### config.mk
export PLATFORM = sky130hd
export DESIGN_NAME = bct_ctrl
export DESIGN_NICKNAME = d
export VERILOG_FILES = /design/src/hdl/bct_pkg.sv /design/src/hdl/bct_ctrl.sv
export SDC_FILE = /design/constraint.sdc
export NUM_CORES = 1
export LEC_CHECK = 0
export BUFFER_PORTS_ARGS = -buffer_cell sky130_fd_sc_hd__buf_4
export CAP_MARGIN = 10
export CELL_PAD_IN_SITES_DETAIL_PLACEMENT = 0
export CELL_PAD_IN_SITES_GLOBAL_PLACEMENT = 1
export CORE_MARGIN = 4
export CORE_UTILIZATION = 29
export DETAILED_ROUTE_END_ITERATION = 6
export GPL_TIMING_DRIVEN = 0
export HOLD_SLACK_MARGIN = 0.03
export PLACE_DENSITY = 0.84
export RECOVER_POWER = 25
export SKIP_CTS_REPAIR_TIMING = 1
export SKIP_LAST_GASP = 1
export SLEW_MARGIN = 20
export SYNTH_ARGS = -nofsm -noshare
export SYNTH_HDL_FRONTEND = slang
export SYNTH_SLANG_ARGS = --single-unit
export TNS_END_PERCENT = 50
### constraint.sdc
create_clock -name clk -period 1.5 [get_ports clk]
set_clock_uncertainty 0.2 [all_clocks]
set_input_delay 0.3 -clock clk [delete_from_list [all_inputs] [get_ports clk]]
set_output_delay 0.3 -clock clk [all_outputs]
set_load 0.02 [all_outputs]
### src/hdl/bct_pkg.sv
// bct_pkg: shared types, codes and constants for the contour tracer
// no dependencies; imported by bct_ctrl, bct_dp and binary_contour_tracer_core
package bct_pkg;

  // coordinate width of the ports and of corner points
  localparam int CW = 9;

  // default store sizes
  localparam int DEF_MAX_WIDTH  = 256;
  localparam int DEF_MAX_HEIGHT = 256;

  // reset value of the size registers
  localparam logic [CW-1:0] SIZE_RESET = 9'd256;

  // item kinds
  localparam logic KIND_WRITE = 1'b0;
  localparam logic KIND_FETCH = 1'b1;

  // configuration register indexes
  localparam logic CFG_WIDTH  = 1'b0;
  localparam logic CFG_HEIGHT = 1'b1;

  // headings
  localparam logic [1:0] HEAD_N = 2'd0;
  localparam logic [1:0] HEAD_E = 2'd1;
  localparam logic [1:0] HEAD_S = 2'd2;
  localparam logic [1:0] HEAD_W = 2'd3;

  typedef struct packed {
    logic          kind;
    logic [CW-1:0] pixel_x;
    logic [CW-1:0] pixel_y;
    logic          pixel_black;
  } in_item_t;

  typedef struct packed {
    logic [CW-1:0] corner_x;
    logic [CW-1:0] corner_y;
    logic          contour_end;
    logic          all_done;
  } out_item_t;

  typedef enum logic [3:0] {
    ST_IDLE,
    ST_DISP,
    ST_BLD_RD,
    ST_BLD_WR,
    ST_SCAN_RD,
    ST_SCAN_CK,
    ST_DONE,
    ST_STEP_A,
    ST_STEP_B
  } state_t;

  // controller to datapath
  typedef struct packed {
    logic pix_wr;
    logic bld_init;
    logic bld_wr;
    logic scan_init;
    logic scan_adv;
    logic open;
    logic emit_cur;
    logic emit_close;
    logic emit_done;
    logic step_a;
    logic step_b;
  } cmd_t;

  // datapath to controller
  typedef struct packed {
    logic pix_in;
    logic bld_last;
    logic scan_hit;
    logic scan_last;
    logic close_now;
    logic out_free;
  } sts_t;

endpackage

### src/hdl/bct_ctrl.sv
// bct_ctrl: sequencer for pixel loads, mask build, start scan and boundary steps
// depends on bct_pkg; drives bct_dp through cmd_t and reads sts_t
module bct_ctrl import bct_pkg::*; (
  input  logic     clk,
  input  logic     rst,
  input  logic     in_valid,
  input  logic     in_kind,
  output logic     in_stall,
  input  logic     cfg_valid,
  output logic     cfg_ready,
  input  sts_t     sts,
  output cmd_t     cmd
);

  state_t state, state_next;
  logic   mask_built, mask_built_next;
  logic   tracing, tracing_next;
  logic   closing, closing_next;

  // state and flags
  always_ff @(posedge clk) begin
    if (rst) begin
      state      <= ST_IDLE;
      mask_built <= 1'b0;
      tracing    <= 1'b0;
      closing    <= 1'b0;
    end else begin
      state      <= state_next;
      mask_built <= mask_built_next;
      tracing    <= tracing_next;
      closing    <= closing_next;
    end
  end

  assign in_stall  = (state != ST_IDLE);
  assign cfg_ready = (state == ST_IDLE);

  // next state and commands
  always_comb begin
    state_next      = state;
    mask_built_next = mask_built;
    tracing_next    = tracing;
    closing_next    = closing;
    cmd             = '0;
    case (state)
      ST_IDLE: begin
        if (cfg_valid) begin
          mask_built_next = 1'b0;
          tracing_next    = 1'b0;
          closing_next    = 1'b0;
        end
        if (in_valid) begin
          if (in_kind == KIND_WRITE) begin
            cmd.pix_wr = 1'b1;
            if (sts.pix_in) begin
              mask_built_next = 1'b0;
              tracing_next    = 1'b0;
              closing_next    = 1'b0;
            end
          end else if (!mask_built) begin
            cmd.bld_init = 1'b1;
            state_next   = ST_BLD_RD;
          end else if (closing) begin
            if (sts.out_free) begin
              cmd.emit_close = 1'b1;
              closing_next   = 1'b0;
              tracing_next   = 1'b0;
            end else begin
              state_next = ST_DISP;
            end
          end else if (tracing && sts.out_free) begin
            cmd.emit_cur = 1'b1;
            state_next   = ST_STEP_A;
          end else begin
            state_next = ST_DISP;
          end
        end
      end
      ST_DISP: begin
        if (closing) begin
          if (sts.out_free) begin
            cmd.emit_close = 1'b1;
            closing_next   = 1'b0;
            tracing_next   = 1'b0;
            state_next     = ST_IDLE;
          end
        end else if (!tracing) begin
          state_next = ST_SCAN_RD;
        end else if (sts.out_free) begin
          cmd.emit_cur = 1'b1;
          state_next   = ST_STEP_A;
        end
      end
      ST_BLD_RD: begin
        state_next = ST_BLD_WR;
      end
      ST_BLD_WR: begin
        cmd.bld_wr = 1'b1;
        if (sts.bld_last) begin
          mask_built_next = 1'b1;
          tracing_next    = 1'b0;
          closing_next    = 1'b0;
          cmd.scan_init   = 1'b1;
          state_next      = ST_DISP;
        end else begin
          state_next = ST_BLD_RD;
        end
      end
      ST_SCAN_RD: begin
        state_next = ST_SCAN_CK;
      end
      ST_SCAN_CK: begin
        if (sts.scan_hit) begin
          cmd.open     = 1'b1;
          tracing_next = 1'b1;
          state_next   = ST_DISP;
        end else if (sts.scan_last) begin
          state_next = ST_DONE;
        end else begin
          cmd.scan_adv = 1'b1;
          state_next   = ST_SCAN_RD;
        end
      end
      ST_DONE: begin
        if (sts.out_free) begin
          cmd.emit_done = 1'b1;
          state_next    = ST_IDLE;
        end
      end
      ST_STEP_A: begin
        cmd.step_a = 1'b1;
        state_next = ST_STEP_B;
      end
      ST_STEP_B: begin
        cmd.step_b = 1'b1;
        if (sts.close_now) closing_next = 1'b1;
        state_next = ST_IDLE;
      end
      default: begin
        state_next = ST_IDLE;
      end
    endcase
  end

endmodule

After elaboration in Yosys (flattened, before gate mapping)
Index checks and enable logic that the tools add are counted.
{"block": "totals", "register_bits": 7, "output_inout_bits": 13}
{"block": "classes", "reduce_logical": 10, "eq_ne": 17, "muxes": 67}
{"operator": "1-bit two-way mux", "count": 42}
{"operator": "4-bit two-way mux", "count": 9}
{"operator": "4-bit one-hot mux with 8 select lines", "count": 1}
{"operator": "2-bit two-way mux", "count": 9}
{"operator": "4-bit by 3-bit == test with 1-bit output (second input constant)", "count": 4}
{"operator": "2-bit inequality test (second input constant)", "count": 7}
{"operator": "4-bit nonzero test", "count": 3}
{"operator": "4-bit by 2-bit == test with 1-bit output (second input constant)", "count": 2}
{"operator": "4-bit inequality test (second input constant)", "count": 2}
{"operator": "1-bit one-hot mux with 4 select lines", "count": 2}
{"operator": "3-bit two-way mux", "count": 2}
{"operator": "5-bit AND reduction", "count": 1}
{"operator": "4-bit by 1-bit == test with 1-bit output (second input constant)", "count": 1}
{"operator": "4-bit == test (second input constant)", "count": 1}
{"operator": "4-bit logical NOT", "count": 1}
{"operator": "2-bit one-hot mux with 2 select lines", "count": 1}
{"operator": "4-bit AND reduction", "count": 1}
{"operator": "3-bit AND reduction", "count": 1}
{"operator": "1-bit one-hot mux with 2 select lines", "count": 1}
{"operator": "2-bit AND reduction", "count": 1}
{"operator": "2-bit nonzero test", "count": 1}
{"operator": "1-bit logical AND", "count": 1}

Longest topological paths before layout
Gate-level depths: netlist of the first run.
{"block": "logic_depth", "depth_word": 7, "ltp_mapped": 6}

Least setup slack after synthesis of the first run
No wires, ideal clock.
{"block": "synth_timing", "kind": "register to output", "start": "reg state[0]", "end": "out cmd[3] (netlist bit)", "path_stages_with_launch": 5, "path_slack_ps": -579, "n_path_buf": 2, "t_arrival_ps": 1579, "t_required_ps": 1000, "cell_sequence": "dfxtp_1 > buf_2 > clkbuf_1 > a31oi_1 > nor4b_1"}
{"element": "start, declared", "line_no": "bct_ctrl.sv:15", "rtl": "state_t state, state_next;"}
{"element": "start signal, assigned", "line_no": "bct_ctrl.sv:28", "rtl": "state <= state_next;"}
{"element": "end, declared", "line_no": "bct_ctrl.sv:12", "rtl": "output cmd_t cmd"}

==> metrics.txt, run 1 <==
# TYPE chip_impl_metric gauge
chip_impl_info{name="cp_cell_sequence",value="or4_4 > nor3b_4 > buf_6"} 1
chip_impl_metric{name="final_cell_count_no_fill",unit=""} 155
chip_impl_metric{name="post-layout-total-power",unit="uW"} 679
chip_impl_metric{name="min_period",unit="ns"} 2.00
chip_impl_metric{name="finalNetCount",unit=""} 140
chip_impl_metric{name="cts.clk_slew.worst_paths",unit="ns"} 0.06
chip_impl_metric{name="fmax",unit="MHz"} 499
chip_impl_metric{name="ys_seq_area_share",unit="%"} 21.7
chip_impl_metric{name="core.rowCount",unit=""} 16
chip_impl_metric{name="synth-seq-cells",unit=""} 7
chip_impl_metric{name="critical_path_required",unit="ns"} 1.00
chip_impl_metric{name="placedCellCount",unit=""} 140
chip_impl_metric{name="grt_antenna_before_repair",unit=""} 0
chip_impl_metric{name="cts-buffers-inserted",unit=""} 3
chip_impl_info{name="cts.root.buffer_cell",value="clkbuf_4"} 1
chip_impl_metric{name="timing_max_transition_violations_final",unit=""} 0
chip_impl_metric{name="power.density",unit="nW/um2"} 598
chip_impl_metric{name="max_slew_headroom_at_the_worst_pin",unit="%"} 77.3
chip_impl_metric{name="avgSynthCellArea",unit="um2"} 7.17
chip_impl_metric{name="hpwl",unit="um"} 1580
chip_impl_metric{name="num_io_pins",unit=""} 24
chip_impl_metric{name="portBuffers",unit=""} 23
chip_impl_metric{name="clkSinkCount",unit=""} 7
chip_impl_metric{name="final_setup_slack_of_the_worst_path",unit="ns"} -0.504
chip_impl_metric{name="cts-htree-levels",unit=""} 1
chip_impl_metric{name="non_filler_cell_area_final",unit="um2"} 1140
chip_impl_info{name="holdPathEnd",value="closing$_SDFFE_PP0P_"} 1
chip_impl_metric{name="synthesized_instance_count",unit=""} 90
chip_impl_info{name="hold_path_class",value="input pin to register"} 1
chip_impl_info{name="yosysTopAreaCell",value="dfxtp_1"} 1
chip_impl_metric{name="drtIter0Drc",unit=""} 17
chip_impl_metric{name="post-synth-top-area-fraction",unit="%"} 21.7
chip_impl_metric{name="netlist_area",unit="um2"} 646
chip_impl_metric{name="dpl_cell_area",unit="um2"} 971
chip_impl_metric{name="filler_cell_count",unit=""} 215
chip_impl_metric{name="die_h",unit="um"} 55.2
chip_impl_metric{name="drt_pre_antenna_iters",unit=""} 4
chip_impl_metric{name="ff2ff_path_depth",unit=""} 6
chip_impl_info{name="run_status",value="finished with violations"} 1
chip_impl_metric{name="area_added_between_synthesis_and_finish",unit="%"} 76.0
chip_impl_metric{name="synthArstFlopShare",unit="%"} 0
chip_impl_info{name="post_synth_main_area_contributors",value="dfxtp_1, nor3_1, nor2_1"} 1
chip_impl_metric{name="hold_path_depth",unit=""} 2
chip_impl_metric{name="pre_cts_ws",unit="ns"} -0.323
chip_impl_metric{name="num_antenna_cells",unit=""} 0
chip_impl_info{name="r2r_start",value="state[1]$_SDFFE_PP0P_"} 1
chip_impl_metric{name="synth_cell_types",unit=""} 38
chip_impl_metric{name="overall_routing_resource_usage",unit="%"} 16.4
chip_impl_metric{name="drv_cap",unit=""} 0
chip_impl_metric{name="pin_count_of_the_biggest_net_entering_global_routing",unit=""} 11
chip_impl_metric{name="gp_congestion",unit=""} 0.782
chip_impl_metric{name="synth_fp_nets",unit=""} 101
chip_impl_metric{name="crit_path_max_fanout",unit=""} 5
chip_impl_metric{name="die_width",unit="um"} 55.2
chip_impl_metric{name="start_util",unit="%"} 31.6
chip_impl_metric{name="fp.dieArea",unit="um2"} 3050
chip_impl_info{name="violations",value="setup timing"} 1
chip_impl_metric{name="regArea",unit="um2"} 145
chip_impl_metric{name="min_period_over_period",unit="%"} 134
chip_impl_metric{name="wl_per_cell",unit="um"} 14.4
chip_impl_info{name="setup.worst_path.start_class",value="register"} 1
chip_impl_metric{name="worst_path_largest_cell_delay",unit="ns"} 0.57
chip_impl_metric{name="yosysWarnings",unit=""} 0
chip_impl_metric{name="finalHoldViolations",unit=""} 0
chip_impl_metric{name="worst_setup_slack_for_register_to_register_paths",unit="ns"} -0.43
chip_impl_metric{name="power.leakage",unit="nW"} 0.449
chip_impl_metric{name="layout.core_utilization",unit="%"} 55.6
chip_impl_info{name="critical_path.reg2reg.endpoint",value="state[0]$_SDFFE_PP0P_"} 1
chip_impl_metric{name="clock_network_latency_to_the_later_pin_of_the_worst_skew_pair",unit="ns"} 0.26
chip_impl_metric{name="cts-root-to-sink-buffers",unit=""} 2
chip_impl_metric{name="placeableCoreArea",unit="um2"} 2040
chip_impl_metric{name="grt_remaining_overflow",unit=""} 0
chip_impl_metric{name="via_count",unit=""} 810
chip_impl_metric{name="drc",unit=""} 0
chip_impl_metric{name="post_route_cells_drive_above_1_share",unit="%"} 52.3
chip_impl_metric{name="peakVddDrop",unit="uV"} 347
chip_impl_info{name="hold_start",value="sts[1]"} 1
chip_impl_metric{name="worst_hold_slack",unit="ns"} 0.0752
chip_impl_metric{name="route.detailed.vias_per_inst",unit=""} 5.23
chip_impl_metric{name="critical_path_arrival",unit="ns"} 1.50
chip_impl_info{name="synth-main-ff-cell",value="dfxtp_1"} 1
chip_impl_info{name="post_synth_most_frequent_cells",value="nor2_1, dfxtp_1, nor3_1"} 1
chip_impl_info{name="cts_tree",value="built"} 1
chip_impl_metric{name="drt.antenna.violating_nets",unit=""} 0
chip_impl_metric{name="multi_input_comb_area",unit="um2"} 568
chip_impl_metric{name="detail_route.wirelength",unit="um"} 2240
chip_impl_info{name="crit_type",value="register to output pin"} 1
chip_impl_info{name="critical_path.slowest_cell",value="or4_4"} 1
chip_impl_metric{name="synth_edf_count",unit=""} 0
chip_impl_metric{name="tns",unit="ns"} -6.78
chip_impl_info{name="dominant_cell_by_count_in_the_synthesized_netlist",value="nor2_1"} 1
chip_impl_metric{name="finalSetupViolations",unit=""} 19
chip_impl_info{name="grt_setup_unrepaired",value="yes"} 1
chip_impl_metric{name="vias_in_the_first_global_route",unit=""} 726
chip_impl_metric{name="max_slew.worst_pin.slew",unit="ns"} 0.339
chip_impl_info{name="endpoint_kind",value="output pin"} 1
chip_impl_metric{name="first_pass_grt_wire_length",unit="um"} 3470
[metal layers]
layer / up-vias / GRT usage [%] / share of wire (%)
met1: 372 / 21.8 / 44
met5: - / 0 / 0
met4: 0 / 6.07 / 0.80
met2: 29 / 25.2 / 49
met3: 2 / 4.29 / 6.0
li1: 407 / - / -
[report_power, final]
part	internal, mW	switching, mW
Sequential	0.192	0.00375
Clock	0.102	0.0777
Combinational	0.154	0.149
[cells in the final DEF, fill, tap and decap left out, types with 2 or more instances in the layout]
cell	netlist	routed
nor3_2	1	2
nor2_1	8	8
buf_4	0	31
nand2_1	5	4
inv_1	6	5
nor4_4	0	2
nand3_1	2	2
o21a_1	2	2
o21ai_0	5	5
nor4b_4	0	2
nor2b_1	2	2
nand2b_1	4	2
buf_6	1	6
a21oi_1	5	5
nand2b_4	0	2
nor3_4	0	2
dfxtp_1	7	5
clkbuf_4	0	5
nand3b_1	2	2
a211oi_1	2	2
nor3_1	7	4
clkbuf_2	0	2
[state kept, by name (all words and copies together) (netlist names)]
| register | flops |
|---|---|
| tracing | 1 |
| mask_built | 1 |
| closing | 1 |
| state | 4 |
[critical path: cells and delay by family, from the launching register on]
| family | cells | cell delay, ns |
|---|---|---|
| buffers and inverters | 1 | 0.14 |
| DFF | 1 | 0.34 |
| and+or+nand+nor | 2 | 0.77 |
[how the worst max path moves through the flow]
stage	startpoint	end	cells past startpoint
after floorplan	state[1]$_SDFFE_PP0P_	cmd[10]	3
after global placement	state[3]$_SDFFE_PP0P_	cmd[3]	4
after detailed placement	closing$_SDFFE_PP0P_	state[0]$_SDFFE_PP0P_	4
after CTS	state[3]$_SDFFE_PP0P_	cmd[3]	4
after global routing	state[0]$_SDFFE_PP0P_	cmd[10]	4
final	state[1]$_SDFFE_PP0P_	cmd[10]	3
[layout make-up]
| class | count | area share (%) |
|---|---|---|
| multi-input combinational | 69 | 50.0 |
| timing repair buffer | 35 | 24.8 |
| sequential | 7 | 12.8 |
| buffer | 7 | 5.18 |
| tap | 27 | 2.97 |
| clock buffer | 4 | 2.31 |
| inverter | 6 | 1.98 |
[logic make-up (layout without fill, tap and decap cells)]
| kind of cell | Yosys count | count (layout) | share of synthesized area, % |
|---|---|---|---|
| DFF | 7 | 7 | 21.7 |
| and+or+nand+nor | 45 | 45 | 42.4 |
| muxes | 2 | 2 | 3.29 |
| buffers and inverters | 14 | 52 | 9.69 |
| AOI/OAI and AO/OA | 22 | 22 | 22.9 |
Note: power is estimated with default switching activity, not from simulation.
==> inputs of run 2 (changes only) <==
==> constraint.sdc (replaced) <==
create_clock -name clk -period 1.5 [get_ports clk]
set_clock_uncertainty 0.2 [all_clocks]
set_input_delay 0.15 -clock clk [delete_from_list [all_inputs] [get_ports clk]]
set_output_delay 0.15 -clock clk [all_outputs]
set_load 0.02 [all_outputs]
==> run 2 against run 1 <==
Compared with the run above:
- the flow still finishes with violations (setup timing)
- sequential power barely moved
- non-clock buffer count fell by 5
- setup slack improved by 0.090 ns
- critical path type unchanged
- largest power group unchanged
==> metrics.txt, run 2 (synthesized netlist as in run 1, its figures left out) <==
# TYPE chip_impl_metric gauge
chip_impl_metric{name="gp_congestion",unit=""} 0.816
chip_impl_metric{name="worst_setup_slack_for_register_to_register_paths",unit="ns"} -0.34
chip_impl_metric{name="drt.antenna.violating_nets",unit=""} 0
chip_impl_metric{name="finalNetCount",unit=""} 135
chip_impl_info{name="endpoint_kind",value="output pin"} 1
chip_impl_metric{name="finalHoldViolations",unit=""} 0
chip_impl_metric{name="overall_routing_resource_usage",unit="%"} 15.6
chip_impl_info{name="cts_tree",value="built"} 1
chip_impl_metric{name="drtIter0Drc",unit=""} 15
chip_impl_metric{name="fp.dieArea",unit="um2"} 3050
chip_impl_metric{name="pin_count_of_the_biggest_net_entering_global_routing",unit=""} 11
chip_impl_info{name="layout.cells.most_common_list",value="buf_4, nor2_1, buf_6, inv_1"} 1
chip_impl_metric{name="core.rowCount",unit=""} 16
chip_impl_metric{name="p_clk_share",unit="%"} 27.7
chip_impl_info{name="largest-register",value="state"} 1
chip_impl_metric{name="grt_remaining_overflow",unit=""} 0
chip_impl_metric{name="portBuffers",unit=""} 23
chip_impl_metric{name="cts.clk_slew.worst_paths",unit="ns"} 0.05
chip_impl_metric{name="worst_hold_slack",unit="ns"} 0.0273
chip_impl_info{name="hold_start",value="rst"} 1
chip_impl_metric{name="min_period_over_period",unit="%"} 128
chip_impl_info{name="holdPathEnd",value="mask_built$_SDFFE_PP0P_"} 1
chip_impl_metric{name="power.switching_fraction",unit="%"} 34.7
chip_impl_metric{name="pwr-share-comb",unit="%"} 41.0
chip_impl_metric{name="ff2ff_path_depth",unit=""} 5
chip_impl_metric{name="hpwl",unit="um"} 1550
chip_impl_metric{name="drt_pre_antenna_iters",unit=""} 4
chip_impl_metric{name="min_period",unit="ns"} 1.91
chip_impl_metric{name="sequentialPowerShare",unit="%"} 31.3
chip_impl_metric{name="power.density",unit="nW/um2"} 566
chip_impl_metric{name="max_slew.worst_pin.slew",unit="ns"} 0.499
chip_impl_metric{name="fmax",unit="MHz"} 522
chip_impl_metric{name="final_setup_slack_of_the_worst_path",unit="ns"} -0.414
chip_impl_metric{name="clkSinkCount",unit=""} 7
chip_impl_info{name="setup.worst_path.start_class",value="register"} 1
chip_impl_metric{name="drc",unit=""} 0
chip_impl_info{name="critical_path.reg2reg.endpoint",value="state[0]$_SDFFE_PP0P_"} 1
chip_impl_info{name="grt_setup_unrepaired",value="yes"} 1
chip_impl_metric{name="internal_power",unit="uW"} 414
chip_impl_metric{name="cts-root-to-sink-buffers",unit=""} 2
chip_impl_info{name="violations",value="setup timing"} 1
chip_impl_metric{name="detail_route.wirelength",unit="um"} 2160
chip_impl_metric{name="wl_per_cell",unit="um"} 14.4
chip_impl_metric{name="peakVddDrop",unit="uV"} 425
chip_impl_metric{name="multi_input_comb_area",unit="um2"} 579
chip_impl_metric{name="die_width",unit="um"} 55.2
chip_impl_metric{name="cts-htree-levels",unit=""} 1
chip_impl_metric{name="max_slew_headroom_at_the_worst_pin",unit="%"} 66.7
chip_impl_metric{name="num_io_pins",unit=""} 24
chip_impl_metric{name="die_h",unit="um"} 55.2
chip_impl_metric{name="regArea",unit="um2"} 151
chip_impl_metric{name="dpl_cell_area",unit="um2"} 955
chip_impl_metric{name="power.net_switching",unit="uW"} 220
chip_impl_metric{name="filler_cell_count",unit=""} 201
chip_impl_info{name="run_status",value="finished with violations"} 1
chip_impl_metric{name="power.leakage",unit="nW"} 0.423
chip_impl_metric{name="critical_path_required",unit="ns"} 1.15
chip_impl_metric{name="cts-buffers-inserted",unit=""} 3
chip_impl_metric{name="finalSetupViolations",unit=""} 18
chip_impl_metric{name="first_pass_grt_wire_length",unit="um"} 3350
chip_impl_info{name="cts.root.buffer_cell",value="clkbuf_4"} 1
chip_impl_metric{name="crit_path_max_fanout",unit=""} 6
chip_impl_metric{name="grt_antenna_before_repair",unit=""} 0
chip_impl_metric{name="area_added_between_synthesis_and_finish",unit="%"} 73.4
chip_impl_metric{name="clock_network_latency_to_the_later_pin_of_the_worst_skew_pair",unit="ns"} 0.26
chip_impl_info{name="layout_commonest_cell",value="buf_4"} 1
chip_impl_metric{name="drv_cap",unit=""} 0
chip_impl_metric{name="timing_max_transition_violations_final",unit=""} 0
chip_impl_metric{name="placeableCoreArea",unit="um2"} 2040
chip_impl_info{name="crit_type",value="register to output pin"} 1
chip_impl_metric{name="route.detailed.vias_per_inst",unit=""} 5.43
chip_impl_metric{name="post_route_cells_drive_above_1_share",unit="%"} 50.4
chip_impl_metric{name="via_count",unit=""} 814
chip_impl_metric{name="num_antenna_cells",unit=""} 0
chip_impl_metric{name="largest_register_ff_count",unit=""} 4
chip_impl_metric{name="vias_in_the_first_global_route",unit=""} 746
chip_impl_metric{name="start_util",unit="%"} 31.6
chip_impl_metric{name="non_filler_cell_area_final",unit="um2"} 1120
chip_impl_info{name="r2r_start",value="state[1]$_SDFFE_PP0P_"} 1
chip_impl_metric{name="post-layout-total-power",unit="uW"} 634
chip_impl_info{name="hold_path_class",value="input pin to register"} 1
chip_impl_metric{name="hold_path_depth",unit=""} 3
chip_impl_metric{name="critical_path_arrival",unit="ns"} 1.56
-- run 2: cell count changes in the layout (fill, tap and decap cells not counted), moves of 2 or more --
cell / previous run / this run
clkbuf_4: 5 / 3
dlygate4sd3_1: 0 / 2
dfxtp_1: 5 / 2
buf_4: 31 / 26
clkbuf_2: 2 / 0
dfxtp_2: 1 / 3
-- run 2: layout make-up --
class / instances / area share, %
repair buffers: 31 / 22.2
well taps: 27 / 3.02
inverters: 6 / 2.01
multi-input cells: 69 / 51.7
clock buffers: 4 / 2.35
plain buffers: 6 / 5.14
flip-flops and latches: 7 / 13.5
-- run 2: worst max path at each step --
| stage | depth (start not counted) | from | slack, ns | endpoint |
|---|---|---|---|---|
| 4_1_cts | 4 | state[2]$_SDFFE_PP0P_ | -0.56 | cmd[5] |
| 2_1_floorplan | 5 | state[3]$_SDFFE_PP0P_ | -0.15 | state[0]$_SDFFE_PP0P_ |
| 3_3_place_gp | 6 | sts[0] | -0.29 | closing$_SDFFE_PP0P_ |
| 5_1_grt | 3 | state[1]$_SDFFE_PP0P_ | -0.49 | cmd[10] |
| 3_5_place_dp | 5 | state[3]$_SDFFE_PP0P_ | -0.30 | tracing$_SDFFE_PP0P_ |
| 6_report | 3 | state[1]$_SDFFE_PP0P_ | -0.41 | cmd[10] |
-- run 2: worst max-delay path: stages (launching register included) --
cell and delay [ns]:
dfxtp_4 0.36, or4_4 0.59, nor3b_4 0.22, buf_6 0.14
-- run 2: per-layer routing --
layer	part of all wire, %	track usage, %	up-vias
li1	-	-	396
met2	47	25.0	27
met3	5.3	5.36	2
met4	0.88	5.26	0
met1	47	19.3	389
met5	0	0	-
-- run 2: power by group through the flow --
stage	Combinational [mW]	Sequential [mW]	Clock, mW
2_1_floorplan	0.152	0.201	0
3_3_place_gp	0.225	0.203	0
3_5_place_dp	0.227	0.203	0
4_1_cts	0.228	0.199	0.179
5_1_grt	0.278	0.199	0.199
6_report	0.260	0.199	0.176
-- run 2: metrics by stage --
stage                     utilization, %  setup WS (ns)  TNS, ns  instances
after global routing                54.8         -0.490    -5.49        150
after floorplan                        -         -0.154    -1.18         90
after global placement              46.8         -0.294    -2.98        140
final                               54.8         -0.414    -4.36        150
after detailed placement            46.8         -0.296    -3.00        140
after CTS                           48.0         -0.561    -6.37        144
==> inputs of run 3 (changes only) <==
- CORE_ASPECT_RATIO: not set -> 1.1
- PLACE_DENSITY: 0.84 -> 0.77
==> run 3 against run 2 <==
Compared with the run above:
- the run still ends with setup timing left
- total power rose by 1.3%
- utilization rose by 0.34 points
- die area barely moved
- routed wire length rose by 4.1%
- critical path depth did not move
- setup slack improved by 0.011 ns
- clock power rose by 4%
==> metrics.txt, run 3 (synthesized netlist as in run 1, its figures left out) <==
# TYPE chip_impl_metric gauge
chip_impl_metric{name="clock_network_latency_to_the_later_pin_of_the_worst_skew_pair",unit="ns"} 0.26
chip_impl_metric{name="die_width",unit="um"} 53.0
chip_impl_metric{name="cts-root-to-sink-buffers",unit=""} 2
chip_impl_metric{name="critical_path_required",unit="ns"} 1.15
chip_impl_metric{name="die_h",unit="um"} 57.5
chip_impl_metric{name="placeableCoreArea",unit="um2"} 2060
chip_impl_info{name="layout.cells.most_common_list",value="buf_4, nor2_1, inv_1, buf_6"} 1
chip_impl_metric{name="gp_congestion",unit=""} 0.816
chip_impl_metric{name="dpl_cell_area",unit="um2"} 956
chip_impl_metric{name="route.detailed.vias_per_inst",unit=""} 5.52
chip_impl_info{name="crit_start",value="state[3]$_SDFFE_PP0P_"} 1
chip_impl_metric{name="final_setup_slack_of_the_worst_path",unit="ns"} -0.404
chip_impl_metric{name="power.switching_fraction",unit="%"} 34.9
chip_impl_info{name="hold_path_class",value="input pin to register"} 1
chip_impl_info{name="r2r_start",value="state[3]$_SDFFE_PP0P_"} 1
chip_impl_metric{name="largest_register_ff_count",unit=""} 4
chip_impl_info{name="critical_path.slowest_cell",value="or4_4"} 1
chip_impl_info{name="endpoint_kind",value="output pin"} 1
chip_impl_metric{name="max_slew_headroom_at_the_worst_pin",unit="%"} 65.8
chip_impl_metric{name="vias_in_the_first_global_route",unit=""} 716
chip_impl_metric{name="ff2ff_path_depth",unit=""} 5
chip_impl_metric{name="post_route_cells_drive_above_1_share",unit="%"} 53.2
chip_impl_metric{name="num_io_pins",unit=""} 24
chip_impl_metric{name="drc",unit=""} 0
chip_impl_metric{name="cts.clk_slew.worst_paths",unit="ns"} 0.06
chip_impl_metric{name="power.net_switching",unit="uW"} 224
chip_impl_metric{name="min_period_over_period",unit="%"} 127
chip_impl_info{name="layout_commonest_cell",value="buf_4"} 1
chip_impl_metric{name="timing_max_transition_violations_final",unit=""} 0
chip_impl_metric{name="p_clk_share",unit="%"} 28.5
chip_impl_metric{name="drt_pre_antenna_iters",unit=""} 4
chip_impl_metric{name="num_antenna_cells",unit=""} 0
chip_impl_metric{name="power.leakage",unit="nW"} 0.435
chip_impl_metric{name="drtIter0Drc",unit=""} 24
chip_impl_info{name="worst_setup_path_endpoint",value="cmd[10]"} 1
chip_impl_metric{name="core.rowCount",unit=""} 17
chip_impl_metric{name="finalHoldViolations",unit=""} 0
chip_impl_metric{name="worst_path_largest_cell_delay",unit="ns"} 0.60
chip_impl_metric{name="hpwl",unit="um"} 1580
chip_impl_metric{name="finalNetCount",unit=""} 138
chip_impl_metric{name="crit_path_max_fanout",unit=""} 6
chip_impl_info{name="crit_type",value="register to output pin"} 1
chip_impl_metric{name="worst_setup_slack_for_register_to_register_paths",unit="ns"} -0.27
chip_impl_info{name="cts.root.buffer_cell",value="clkbuf_4"} 1
chip_impl_metric{name="sequentialPowerShare",unit="%"} 30.9
chip_impl_metric{name="first_pass_grt_wire_length",unit="um"} 3390
chip_impl_metric{name="area_added_between_synthesis_and_finish",unit="%"} 76.4
chip_impl_info{name="cts_tree",value="built"} 1
chip_impl_metric{name="internal_power",unit="uW"} 418
chip_impl_info{name="violations",value="setup timing"} 1
chip_impl_metric{name="portBuffers",unit=""} 23
chip_impl_metric{name="min_period",unit="ns"} 1.90
chip_impl_info{name="largest-register",value="state"} 1
chip_impl_metric{name="cp_num_cells",unit=""} 3
chip_impl_metric{name="power.density",unit="nW/um2"} 564
chip_impl_metric{name="detail_route.wirelength",unit="um"} 2250
chip_impl_metric{name="pwr-share-comb",unit="%"} 40.6
chip_impl_metric{name="start_util",unit="%"} 31.3
chip_impl_metric{name="critical_path_arrival",unit="ns"} 1.55
chip_impl_metric{name="non_filler_cell_area_final",unit="um2"} 1140
chip_impl_metric{name="cts-buffers-inserted",unit=""} 3
chip_impl_metric{name="post-layout-total-power",unit="uW"} 642
chip_impl_metric{name="finalSetupViolations",unit=""} 18
chip_impl_info{name="critical_path.reg2reg.endpoint",value="state[0]$_SDFFE_PP0P_"} 1
chip_impl_metric{name="worst_hold_slack",unit="ns"} 0.0775
chip_impl_info{name="setup.worst_path.start_class",value="register"} 1
chip_impl_metric{name="critPathBufInv",unit=""} 1
chip_impl_info{name="grt_setup_unrepaired",value="yes"} 1
chip_impl_metric{name="pin_count_of_the_biggest_net_entering_global_routing",unit=""} 11
chip_impl_metric{name="via_count",unit=""} 850
chip_impl_metric{name="peakVddDrop",unit="uV"} 437
chip_impl_metric{name="clkSinkCount",unit=""} 7
chip_impl_metric{name="max_slew.worst_pin.slew",unit="ns"} 0.513
chip_impl_metric{name="cts-htree-levels",unit=""} 1
chip_impl_info{name="cp_cell_sequence",value="or4_4 > nor3b_4 > buf_6"} 1
chip_impl_metric{name="wl_per_cell",unit="um"} 14.6
chip_impl_metric{name="fp.dieArea",unit="um2"} 3050
chip_impl_metric{name="overall_routing_resource_usage",unit="%"} 14.7
chip_impl_info{name="cpLargestDelayFamily",value="simple AND/OR/NAND/NOR gates"} 1
chip_impl_info{name="run_status",value="finished with violations"} 1
chip_impl_metric{name="fmax",unit="MHz"} 525
chip_impl_metric{name="grt_remaining_overflow",unit=""} 0
chip_impl_metric{name="grt_antenna_before_repair",unit=""} 0
chip_impl_metric{name="drv_cap",unit=""} 0
chip_impl_metric{name="drt.antenna.violating_nets",unit=""} 0
[run 3: tightest hold or removal path: cells and delay by family]
family                 cells  cell delay, ns
buffers and inverters      1            0.13
and+or+nand+nor            1            0.10
AOI/OAI and AO/OA          1            0.12
[run 3: worst min-delay path by stage]
stage | start | cells past startpoint | slack, ns | end
finish | rst | 3 | 0.08 | closing$_SDFFE_PP0P_
CTS | rst | 2 | -0.1 | state[3]$_SDFFE_PP0P_
detailed placement | rst | 2 | 0.18 | state[3]$_SDFFE_PP0P_
global placement | rst | 2 | 0.18 | state[3]$_SDFFE_PP0P_
global route | rst | 3 | 0.09 | closing$_SDFFE_PP0P_
floorplan | rst | 1 | 0.03 | state[3]$_SDFFE_PP0P_
[run 3: power by group through the flow]
stage | combinational [mW] | sequential [mW] | clock, mW
after floorplan | 0.152 | 0.201 | 0
after global placement | 0.225 | 0.203 | 0
after detailed placement | 0.225 | 0.203 | 0
after CTS | 0.226 | 0.198 | 0.189
after global routing | 0.279 | 0.200 | 0.204
final | 0.260 | 0.198 | 0.183
[run 3: layout make-up]
type / instances / area, um2
buffer: 5 / 45.0
inverter: 6 / 22.5
tap: 28 / 35.0
multi-input combinational: 69 / 577
clock buffer: 4 / 26.3
timing repair buffer: 35 / 279
fill: 216 / 925
sequential: 7 / 154
[run 3: per-stage QoR]
stage	instances	utilization (%)	setup TNS (ns)	setup WS [ns]
3_5_place_dp	141	46.3	-3.11	-0.344
5_1_grt	154	55.2	-5.49	-0.458
2_1_floorplan	90	-	-1.18	-0.154
6_report	154	55.2	-4.23	-0.404
4_1_cts	145	47.6	-6.66	-0.541
3_3_place_gp	141	46.3	-3.10	-0.310
[run 3: per-layer routing]
metal	part of all wire, %	up-vias	global-route usage [%]
met5	0	-	0
met4	1.5	0	4.38
met3	5.5	6	3.39
met2	47	35	23.0
met1	46	401	19.9
li1	-	408	-
